<file path="src/design/sefr_pkg.sv">
// Shared types and constants for the STX/ETX frame receiver.
// Used by sefr_ctrl and stx_etx_frame_receiver; depends on nothing.
package sefr_pkg;

  localparam int BUF_DEPTH = 256;
  localparam int AW        = $clog2(BUF_DEPTH);
  localparam int CNT_W     = AW + 1;

  // operation codes
  localparam logic [2:0] OP_BYTE      = 3'd0;
  localparam logic [2:0] OP_BYTE_ERR  = 3'd1;
  localparam logic [2:0] OP_RELEASE   = 3'd2;
  localparam logic [2:0] OP_ARM_WAIT  = 3'd3;
  localparam logic [2:0] OP_READ      = 3'd4;
  localparam logic [2:0] OP_CLEAR_RX  = 3'd5;
  localparam logic [2:0] OP_CLEAR_ACK = 3'd6;

  // configuration register indexes
  localparam logic [7:0] CFG_START = 8'd0;
  localparam logic [7:0] CFG_END   = 8'd1;
  localparam logic [7:0] CFG_ACK   = 8'd2;
  localparam logic [7:0] CFG_NACK  = 8'd3;

  localparam logic [7:0] START_RST = 8'd2;
  localparam logic [7:0] END_RST   = 8'd3;
  localparam logic [7:0] ACK_RST   = 8'd6;
  localparam logic [7:0] NACK_RST  = 8'd21;

  typedef enum logic [1:0] {
    PH_WAIT  = 2'd0,
    PH_DATA  = 2'd1,
    PH_CHECK = 2'd2,
    PH_BLOCK = 2'd3
  } phase_t;

  typedef struct packed {
    logic [2:0] op;
    logic [7:0] rx_byte;
    logic [7:0] read_index;
  } in_item_t;

  typedef struct packed {
    logic [1:0] rx_phase;
    logic [8:0] frame_count;
    logic       command_ready;
    logic       waiting_data;
    logic       ack_flag;
    logic       nack_flag;
    logic [7:0] read_value;
  } out_item_t;

  typedef struct packed {
    logic [7:0] start_code;
    logic [7:0] end_code;
    logic [7:0] ack_code;
    logic [7:0] nack_code;
  } cfg_regs_t;

  typedef struct packed {
    phase_t             phase;
    logic [CNT_W-1:0]   count;
    logic               cmd_pending;
    logic               wait_armed;
    logic               ack_seen;
    logic               nack_seen;
  } status_t;

  typedef struct packed {
    logic          en;
    logic [AW-1:0] addr;
    logic [7:0]    data;
  } wr_t;

endpackage

</file>
<file path="src/design/stx_etx_frame_receiver.sv">
// Top level of the STX/ETX frame receiver: input register, frame store,
// result register and configuration registers. Depends on sefr_pkg, sefr_ctrl.
//
// Usage:
//   in_valid/in_ready/in_data carry one item: a received byte, an errored
//   byte, or an application op (release, arm wait, read, clear receiver,
//   clear ack flags). Every item gives exactly one result on
//   out_valid/out_ready/out_data: the receiver status after the item, plus
//   the store byte for a read (zero otherwise or when read_index is past
//   the store).
//   cfg_valid/cfg_ready/cfg_index/cfg_wdata write the start, end, ack and
//   nack codes (indexes 0..3, others ignored); cfg_ready is always high.
//   out_valid rises when the result register loads; one item per cycle while
//   out_ready is high. Each item is updated against state in one registered
//   pass and the store is read on the same edge that loads the result register.
//   Reset puts the receiver in waiting with count zero, all flags clear and
//   the codes at 2, 3, 6, 21; the frame store is not cleared.
//   When out_ready is low the result register holds and in_ready drops
//   once the input register is also occupied.
module stx_etx_frame_receiver (
  input  logic                clk,
  input  logic                rst_n,
  input  logic                in_valid,
  output logic                in_ready,
  input  sefr_pkg::in_item_t  in_data,
  output logic                out_valid,
  input  logic                out_ready,
  output sefr_pkg::out_item_t out_data,
  input  logic                cfg_valid,
  output logic                cfg_ready,
  input  logic [7:0]          cfg_index,
  input  logic [7:0]          cfg_wdata
);

  logic                    s1_v_r;
  sefr_pkg::in_item_t      s1_r;
  logic                    out_v_r;
  sefr_pkg::out_item_t     out_r;
  sefr_pkg::out_item_t     out_nxt;
  logic                    rv_en_r;
  logic                    rv_en_nxt;
  logic [7:0]              rd_q_r;
  sefr_pkg::cfg_regs_t     cfg_r;
  sefr_pkg::status_t       st_nxt;
  sefr_pkg::wr_t           wr;
  logic                    advance;
  logic                    step;
  logic [7:0]              mem [sefr_pkg::BUF_DEPTH];

  assign advance   = !out_v_r || out_ready;
  assign in_ready  = !s1_v_r || advance;
  assign step      = s1_v_r && advance;
  assign cfg_ready = 1'b1;

  sefr_ctrl u_ctrl (
    .clk    (clk),
    .rst_n  (rst_n),
    .step   (step),
    .item   (s1_r),
    .cfg    (cfg_r),
    .st_nxt (st_nxt),
    .wr     (wr)
  );

  always_comb begin
    out_nxt               = '0;
    out_nxt.rx_phase      = st_nxt.phase;
    out_nxt.frame_count   = 9'(st_nxt.count);
    out_nxt.command_ready = st_nxt.cmd_pending;
    out_nxt.waiting_data  = st_nxt.wait_armed;
    out_nxt.ack_flag      = st_nxt.ack_seen;
    out_nxt.nack_flag     = st_nxt.nack_seen;
    rv_en_nxt = (s1_r.op == sefr_pkg::OP_READ) &&
                (32'(s1_r.read_index) < sefr_pkg::BUF_DEPTH);
  end

  always_comb begin
    out_data            = out_r;
    out_data.read_value = rv_en_r ? rd_q_r : 8'd0;
  end
  assign out_valid = out_v_r;

  // frame store: one write port, one registered read port
  always_ff @(posedge clk) begin
    if (wr.en) begin
      mem[wr.addr] <= wr.data;
    end
    if (step) begin
      rd_q_r <= mem[sefr_pkg::AW'(s1_r.read_index)];
    end
  end

  always_ff @(posedge clk) begin
    if (!rst_n) begin
      s1_v_r  <= 1'b0;
      out_v_r <= 1'b0;
    end else begin
      if (in_ready) s1_v_r  <= in_valid;
      if (advance)  out_v_r <= s1_v_r;
    end
  end

  always_ff @(posedge clk) begin
    if (in_ready && in_valid) s1_r <= in_data;
    if (step) begin
      out_r   <= out_nxt;
      rv_en_r <= rv_en_nxt;
    end
  end

  always_ff @(posedge clk) begin
    if (!rst_n) begin
      cfg_r.start_code <= sefr_pkg::START_RST;
      cfg_r.end_code   <= sefr_pkg::END_RST;
      cfg_r.ack_code   <= sefr_pkg::ACK_RST;
      cfg_r.nack_code  <= sefr_pkg::NACK_RST;
    end else if (cfg_valid && cfg_ready) begin
      case (cfg_index)
        sefr_pkg::CFG_START: cfg_r.start_code <= cfg_wdata;
        sefr_pkg::CFG_END:   cfg_r.end_code   <= cfg_wdata;
        sefr_pkg::CFG_ACK:   cfg_r.ack_code   <= cfg_wdata;
        sefr_pkg::CFG_NACK:  cfg_r.nack_code  <= cfg_wdata;
        default: ;
      endcase
    end
  end

endmodule

</file>
<file path="src/design/sefr_ctrl.sv">
// Receiver state: phase, byte count and sticky flags, with their update per item.
// Drives the frame store write. Depends on sefr_pkg.
module sefr_ctrl (
  input  logic                clk,
  input  logic                rst_n,
  input  logic                step,
  input  sefr_pkg::in_item_t  item,
  input  sefr_pkg::cfg_regs_t cfg,
  output sefr_pkg::status_t   st_nxt,
  output sefr_pkg::wr_t       wr
);

  sefr_pkg::status_t             st_r;
  sefr_pkg::phase_t              phase_nxt;
  logic [sefr_pkg::CNT_W-1:0]    count_nxt;
  sefr_pkg::phase_t              eff_phase;
  logic [sefr_pkg::CNT_W-1:0]    eff_count;
  logic                          full;
  logic                          room;
  logic                          is_byte;

  // a full buffer is cleared before the byte is looked at
  assign full      = st_r.count >= sefr_pkg::CNT_W'(sefr_pkg::BUF_DEPTH);
  assign eff_phase = full ? sefr_pkg::PH_WAIT : st_r.phase;
  assign eff_count = full ? '0 : st_r.count;
  assign room      = eff_count < sefr_pkg::CNT_W'(sefr_pkg::BUF_DEPTH);
  assign is_byte   = step && (item.op == sefr_pkg::OP_BYTE);

  // next state: phase and count
  always_comb begin
    phase_nxt = st_r.phase;
    count_nxt = st_r.count;
    if (step) begin
      case (item.op)
        sefr_pkg::OP_BYTE: begin
          phase_nxt = eff_phase;
          count_nxt = eff_count;
          case (eff_phase)
            sefr_pkg::PH_WAIT: begin
              if (item.rx_byte == cfg.start_code && !st_r.cmd_pending) begin
                phase_nxt = sefr_pkg::PH_DATA;
                count_nxt = '0;
              end
            end
            sefr_pkg::PH_DATA: begin
              if (item.rx_byte == cfg.end_code) begin
                phase_nxt = sefr_pkg::PH_CHECK;
              end else if (room) begin
                count_nxt = eff_count + sefr_pkg::CNT_W'(1);
              end
            end
            sefr_pkg::PH_CHECK: begin
              if (room) begin
                count_nxt = eff_count + sefr_pkg::CNT_W'(1);
              end
              phase_nxt = sefr_pkg::PH_BLOCK;
            end
            default: begin
              if (!st_r.cmd_pending) begin
                phase_nxt = sefr_pkg::PH_WAIT;
                count_nxt = '0;
              end
            end
          endcase
        end
        sefr_pkg::OP_CLEAR_RX: begin
          phase_nxt = sefr_pkg::PH_WAIT;
          count_nxt = '0;
        end
        default: ;
      endcase
    end
  end

  // outputs: flags and store write
  always_comb begin
    st_nxt       = st_r;
    st_nxt.phase = phase_nxt;
    st_nxt.count = count_nxt;
    wr.en        = 1'b0;
    wr.addr      = eff_count[sefr_pkg::AW-1:0];
    wr.data      = item.rx_byte;
    if (step) begin
      case (item.op)
        sefr_pkg::OP_BYTE: begin
          case (eff_phase)
            sefr_pkg::PH_WAIT: begin
              if (item.rx_byte == cfg.ack_code)  st_nxt.ack_seen  = 1'b1;
              if (item.rx_byte == cfg.nack_code) st_nxt.nack_seen = 1'b1;
            end
            sefr_pkg::PH_DATA: begin
              wr.en = (item.rx_byte != cfg.end_code) && room;
            end
            sefr_pkg::PH_CHECK: begin
              wr.en = room;
              if (st_r.wait_armed) st_nxt.wait_armed  = 1'b0;
              else                 st_nxt.cmd_pending = 1'b1;
            end
            default: ;
          endcase
        end
        sefr_pkg::OP_RELEASE:  st_nxt.cmd_pending = 1'b0;
        sefr_pkg::OP_ARM_WAIT: st_nxt.wait_armed  = 1'b1;
        sefr_pkg::OP_CLEAR_ACK: begin
          st_nxt.ack_seen  = 1'b0;
          st_nxt.nack_seen = 1'b0;
        end
        default: ;
      endcase
    end
    // keep the write gated to real byte items
    wr.en = wr.en && is_byte;
  end

  always_ff @(posedge clk) begin
    if (!rst_n) begin
      st_r.phase       <= sefr_pkg::PH_WAIT;
      st_r.count       <= '0;
      st_r.cmd_pending <= 1'b0;
      st_r.wait_armed  <= 1'b0;
      st_r.ack_seen    <= 1'b0;
      st_r.nack_seen   <= 1'b0;
    end else begin
      st_r <= st_nxt;
    end
  end

endmodule

</file>
<file path="config.mk">
export PLATFORM = sky130hd
export DESIGN_NAME = stx_etx_frame_receiver
export DESIGN_NICKNAME = d
export VERILOG_FILES = /design/src/design/sefr_pkg.sv /design/src/design/stx_etx_frame_receiver.sv /design/src/design/sefr_ctrl.sv
export SDC_FILE = /design/constraint.sdc
export NUM_CORES = 2
export LEC_CHECK = 0
export BUFFER_PORTS_ARGS = -buffer_cell sky130_fd_sc_hd__buf_2
export CAP_MARGIN = 5
export CORE_AREA = 2 2 462 372
export DETAILED_ROUTE_END_ITERATION = 10
export DIE_AREA = 0 0 464 374
export PLACE_DENSITY_LB_ADDON = 0.2
export REMOVE_ABC_BUFFERS = 1
export SLEW_MARGIN = 20
export SYNTH_ARGS = -nofsm -noshare
export SYNTH_HDL_FRONTEND = slang
export SYNTH_SLANG_ARGS = --single-unit
</file>
<file path="constraint.sdc">
create_clock -name clk -period 8 [get_ports clk]
set_clock_uncertainty 0.05 [all_clocks]
set_input_delay 1.6 -clock clk [delete_from_list [all_inputs] [get_ports clk]]
set_output_delay 1.6 -clock clk [all_outputs]
set_load 0.005 [all_outputs]
</file>
==> Yosys cells after proc, flatten, opt, wreduce, memory -nomap -nowiden <==
Memories as Yosys holds them, arrays and structs flattened. A register that Yosys moved wholly into a read port is not among the register bits.
Index checks and enable logic that the tools add are counted.
{ "word_totals": {"inputBits": 40, "n_memories": 1, "romBits": 0, "latchBits": 0, "regBits": 84, "elab_cells": 89, "mem_bits_rw": 2048} }
{ "mem_list": {"columns": ["name", "words", "width", "rd", "rd_clocked_by_memory_dff", "write_ports", "line_no", "rtl"], "rows": [
  ["mem", 256, 8, 1, 1, 1, "stx_etx_frame_receiver.sv:48", "logic [7:0] mem [sefr_pkg::BUF_DEPTH];"]
]} }
{ "classes": {"n_eq_ne": 15, "bitwise": 0, "div_mod_pow": 0, "n_lt_le_gt_ge": 2, "mux": 30, "multipliers": 0, "n_reduce_logical": 18, "addsub": 1, "shifts": 0} }
{ "ops": {"columns": ["cell", "n"], "rows": [
  ["$mux 9", 6],
  ["$eq 8x8->1", 4],
  ["$pmux 9 s3", 1],
  ["$pmux 9 s2", 1],
  ["$eq 8x2->1 const B", 2],
  ["$mux 2", 7],
  ["$add 9x1->9 const B", 1],
  ["$eq 3x3->1 const B", 3],
  ["$ge 9x9->1 const B", 1],
  ["$lt 9x9->1 const B", 1],
  ["$eq 8x1->1 const B", 1],
  ["$logic_not 8->1", 1],
  ["$mux 8", 1],
  ["$ne 8x8->1", 1],
  ["$pmux 2 s2", 2],
  ["$reduce_and 2->1", 4],
  ["$mux 1", 7],
  ["$eq 3x2->1 const B", 2],
  ["$logic_and 1x1->1", 6],
  ["$pmux 1 s2", 3],
  ["$pmux 2 s3", 1],
  ["$mux 4", 1],
  ["$logic_not 1->1", 3],
  ["$logic_not 3->1", 1],
  ["other kinds (4)", 5]
]} }

==> Depth between registers and ports, before layout <==
{ "depth": {"word_depth": 10, "depth_mapped": 12, "depth_no_buf": 9} }

==> Hierarchy <==
Synthesis repeated with hierarchy kept, for this count alone.
{ "hier_totals": {"cells_unflattened": 4149, "hier_area_um2": 84215.8} }
{ "modules_own_cells": {"columns": ["module", "seq_area_each_um2", "area_per_inst_um2", "cells_each", "instances"], "rows": [
  ["stx_etx_frame_receiver", 63470.9, 82484.1, 3918, 1],
  ["sefr_ctrl", 300.3, 1731.7, 231, 1]
]} }

==> Least setup slack after synthesis <==
OpenSTA, ideal clock, no wires.
{ "synth_timing": {"path_type": "reg2reg", "startpoint": "register s1_r[10] (netlist name)", "endpoint": "memory mem[102][0], enable pin", "period_less_slack_ns": 6.009, "required_ns": 7.580, "setup_slack_ns": 1.991, "stages_incl_launch_ff": 11, "arrival_time_ns": 5.589, "path_cell_list": "edfxtp_1 > buf_2 > xor2_1 > nor4_2 > a21boi_2 > o211a_1 > buf_2 > buf_6 > nand4b_2 > buf_4 > nor2_1"} }
{ "synth_between": {"elab_chain_len": 8} }
{ "synth_rtl": {"columns": ["element", "line_no", "rtl"], "rows": [
  ["from (decl)", "stx_etx_frame_receiver.sv:36", "sefr_pkg::in_item_t s1_r;"],
  ["from (signal assigned)", "stx_etx_frame_receiver.sv:104", "if (in_ready && in_valid) s1_r <= in_data;"],
  ["$ne 8x8->1", "sefr_ctrl.sv:92", "wr.en = (item.rx_byte != cfg.end_code) && room;"],
  ["$logic_and 1x1->1", "sefr_ctrl.sv:92", null],
  ["$pmux 1 s2", "sefr_ctrl.sv:86", "case (eff_phase)"],
  ["$mux 1", "sefr_ctrl.sv:84", "case (item.op)"],
  ["$mux 1", "sefr_ctrl.sv:83", "if (step) begin"],
  ["$logic_and 1x1->1", "sefr_ctrl.sv:112", "wr.en = wr.en && is_byte;"],
  ["$mux 1", "stx_etx_frame_receiver.sv:85", "if (wr.en) begin"],
  ["$mux 1 (not written as such)", "stx_etx_frame_receiver.sv:86", "mem[wr.addr] <= wr.data;"],
  ["to (decl)", "stx_etx_frame_receiver.sv:48", null]
]} }
No other way between the ends.

==> Final worst setup path <==
{ "layout_timing": {"startpoint": "register u_ctrl.st_r[12] (netlist name)", "endpoint": "memory mem[8][7], enable pin"} }
{ "layout_between": {"elab_chain_len": 10, "elab_cells_between_ends": 13, "classes_between": "order compare: 2; eq/ne: 2; mux: 7; reduce/logical: 2"} }
{ "layout_rtl": {"columns": ["element", "line_no", "rtl"], "rows": [
  ["from (decl)", "sefr_ctrl.sv:13", "sefr_pkg::status_t st_r;"],
  ["from (signal assigned)", "sefr_ctrl.sv:124", "st_r <= st_nxt;"],
  ["$ge 9x9->1", "sefr_ctrl.sv:23", "assign full = st_r.count >= sefr_pkg::CNT_W'(sefr_pkg::BUF_DEPTH);"],
  ["$mux 9", "sefr_ctrl.sv:25", "assign eff_count = full ? '0 : st_r.count;"],
  ["$lt 9x9->1", "sefr_ctrl.sv:26", "assign room = eff_count < sefr_pkg::CNT_W'(sefr_pkg::BUF_DEPTH);"],
  ["$logic_and 1x1->1", "sefr_ctrl.sv:92", null],
  ["$pmux 1 s2", "sefr_ctrl.sv:86", null],
  ["$mux 1", "sefr_ctrl.sv:84", null],
  ["$mux 1", "sefr_ctrl.sv:83", null],
  ["$logic_and 1x1->1", "sefr_ctrl.sv:112", null],
  ["$mux 1", "stx_etx_frame_receiver.sv:85", null],
  ["$mux 1 (not written as such)", "stx_etx_frame_receiver.sv:86", null]
]} }
Parallel ways exist; a longest one is shown, timed or not.

==> results.json <==
{
  "clock_latency_ns": 0.84,
  "maxCapViolCount": 0,
  "max_freq_ghz": 0.203,
  "start_util": 0.498,
  "grt_pass1_wl_mm": 302,
  "rows": 135,
  "cts_setup_buffers": 0,
  "synth_most_common_cell": "edfxtp_1",
  "ys_ff_latch": 2140,
  "arrival_ns": 5.34,
  "min_from": "cfg_r[2]",
  "ys_types": 81,
  "clock_path_buffers": 3,
  "core_area_um2": 169000,
  "drt_iter0_drc": 5654,
  "dr.pass1.iters": 6,
  "relSlewSlack": 0.131,
  "cp_slowest_stage_delay_ns": 0.83,
  "crit_path_top_delay_cell": "o211a_1",
  "r2r-start": "u_ctrl.st_r[12]",
  "dp_hpwl_mm": 125,
  "critPathKind": "flop to flop",
  "hold_viol_final": 0,
  "die_x_um": 464,
  "grt_start_max_net_pins": 189,
  "layout.nets": 4251,
  "yosysSeqAreaShare": 0.759,
  "postSynthAreaPerCell_um2": 20.5,
  "clockRootBuffer": "clkbuf_16",
  "critPathTopFamily": "simple AND/OR/NAND/NOR gates",
  "async_reset_ff_frac": 0,
  "cts_tree": "done",
  "place_area_um2": 86400,
  "tightestPinTransition_ns": 1.30,
  "ys.flop_type": "edfxtp_1",
  "cpMostUsedCell": "buf_4",
  "fin_crit_sh": 0.616,
  "path_buf_inv": 2,
  "design_area_um2": 93000,
  "path_cells": "buf_4 > nor2b_1 > ha_1 > a21boi_2 > o211a_1 > nand4b_1 > buf_4 > nor2_1",
  "vias": 41625,
  "overflow": 0,
  "clock-sinks": 2140,
  "ff_latch_area_um2": 63800,
  "critical_path_required_ns": 8.42,
  "fin_hold_ws_ns": 0.447,
  "outcome": "completed",
  "grt_pass1_vias": 40750,
  "synth-edff-count": 2091,
  "critPathLaunchType": "flop",
  "drt-wirelength-per-cell_um": 31.8,
  "drc": 0,
  "drt-total-wl_mm": 211,
  "r2r_end": "mem[8][7]",
  "synth_top_area_frac": 0.747,
  "antenna_found_initial": 5,
  "ant_nets": 0,
  "end_kind": "flop",
  "grt_usage": 0.242,
  "fill_cells": 12793,
  "synth_area_um2": 84000,
  "cts.hold.buffers_added": 0,
  "synth_area_leader_cell": "edfxtp_1",
  "reg2reg_slack_ns": 3.08,
  "routed_via_density": 6.27,
  "rsz0062_at_grt": "no",
  "crit_cells": 8,
  "ioPinCount": 66,
  "place.gp.congestion": 0.833,
  "ys.warnings.count": 0,
  "areaGrowthSynthToFinish_pct": 10.6,
  "synthTopCellsByCount": "edfxtp_1 (2091), mux4_2 (404), nor2_1 (287)",
  "power.density_nw_per_um2": 246,
  "path_max_fanout": 23,
  "path_clk_slew_ns": 0.07,
  "total_power_mw": 22.9,
  "setup_viol": 0,
  "min_to": "cfg_r[2]",
  "die_h_um": 374,
  "drive_above_1_share": 0.208,
  "p_leak_nw": 29.1,
  "cts_resized": 0,
  "yosys-top-cells-area": "edfxtp_1 (75%), mux4_2 (11%), mux2i_1 (2.1%)",
  "holdPathStages": 2,
  "drv_slew": 0,
  "finalCoreUtilization": 0.551,
  "rr_worst_depth": 8,
  "hold_path_class": "flop to flop",
  "dieArea_um2": 174000,
  "htree_levels": 4,
  "cts_buffers": 199,
  "multi_input_comb_area_um2": 18700,
  "io_buffer_count": 64,
  "synth_cells": 4100,
  "ir_drop_mv": 0.262,
  "min_period_ns": 4.92
}
sequential cells by signal (all words and copies together), names as in the netlist:
signal	cells
rv_en_r	1
s1_r	19
u_ctrl.st_r	15
s1_v_r	1
rd_q_r	8
mem	2048
cfg_r	32
out_data	15
out_valid	1
layout make-up:
cell class                      count  area share
Antenna cell                        1   0.0000269
Clock buffer                      253      0.0579
Clock inverter                    123      0.0123
Inverter                           10    0.000404
Multi-Input combinational cell   1701       0.201
Sequential cell                  2140       0.686
Tap cell                         2260      0.0304
Timing Repair Buffer              151      0.0124
placed cells by master (no fill, tap or decap), drive strengths merged, types with 8 or more instances in the layout:
cell type and instances:
nor2b 48, ha 8, o211ai 8, nor4 27, a221oi 12, a211oi 14, nor2 287, o22ai 48
nand4b 12, inv 13, dfxtp 49, nor3 39, nand2 75, a22oi 134, clkinv 85, a21oi 102
buf 151, a22o 12, o21ai 26, clkinvlp 16, xnor2 23, nand3 12, and3 8, xor2 10
mux2 11, mux4 451, and2 23, bufinv 19, clkbuf 253, nand2b 15, o221ai 35, edfxtp 2091
mux2i 177
worst register-to-register path, stage by stage, from the launching register on:
cell,delay (ns)
dfxtp_1,0.30
buf_4,0.22
nor2b_1,0.36
ha_1,0.37
a21boi_2,0.36
o211a_1,0.83
nand4b_1,0.78
buf_4,0.53
nor2_1,0.77
stage by stage:
step / worst slack (ns) / TNS, ns / instances
finish: 3.08 / 0 / 6639
global route: 2.89 / 0 / 6638
CTS: 3.05 / 0 / 6637
detailed placement: 2.71 / 0 / 6261
global placement: 2.78 / 0 / 6260
floorplan: -16.37 / -130.36 / 3851
how the worst max path moves through the flow:
stage / startpoint / endpoint / slack [ns]
6_report: u_ctrl.st_r[12] / mem[8][7] / 3.08
5_1_grt: s1_r[14] / mem[8][7] / 2.89
4_1_cts: s1_r[14] / mem[8][7] / 3.05
3_5_place_dp: out_ready / mem[202][4] / 2.71
3_3_place_gp: out_ready / mem[42][7] / 2.78
2_1_floorplan: s1_r[0] / rd_q_r[0] / -16.37
cell families after synthesis:
| kind of cell | Yosys count | synth area share |
|---|---|---|
| adders and majority gates | 8 | 0.00119 |
| buffers and inverters | 259 | 0.0204 |
| other | 1 | 0.0000446 |
| muxes | 639 | 0.146 |
| DFF | 2140 | 0.759 |
| AOI/OAI and AO/OA | 443 | 0.0374 |
| and+or+nand+nor | 577 | 0.0333 |
| xor gates and xnor gates | 33 | 0.00344 |
power by group:
group | leakage, nW | switching (mW) | internal, mW
Sequential | 19.2 | 0.0168 | 12.3
Clock | 3.16 | 4.11 | 5.38
Combinational | 6.78 | 0.709 | 0.354
Total | 29.1 | 4.84 | 18.0
per-layer routing:
layer,part of all wire,track usage,routed length (µm)
met1,0.44,0.375,92100
met2,0.45,0.350,94100
met3,0.10,0.0605,21100
met4,0.018,0.0522,3760
met5,0,0,0
No activity file was read; power rests on OpenSTA's default activity.
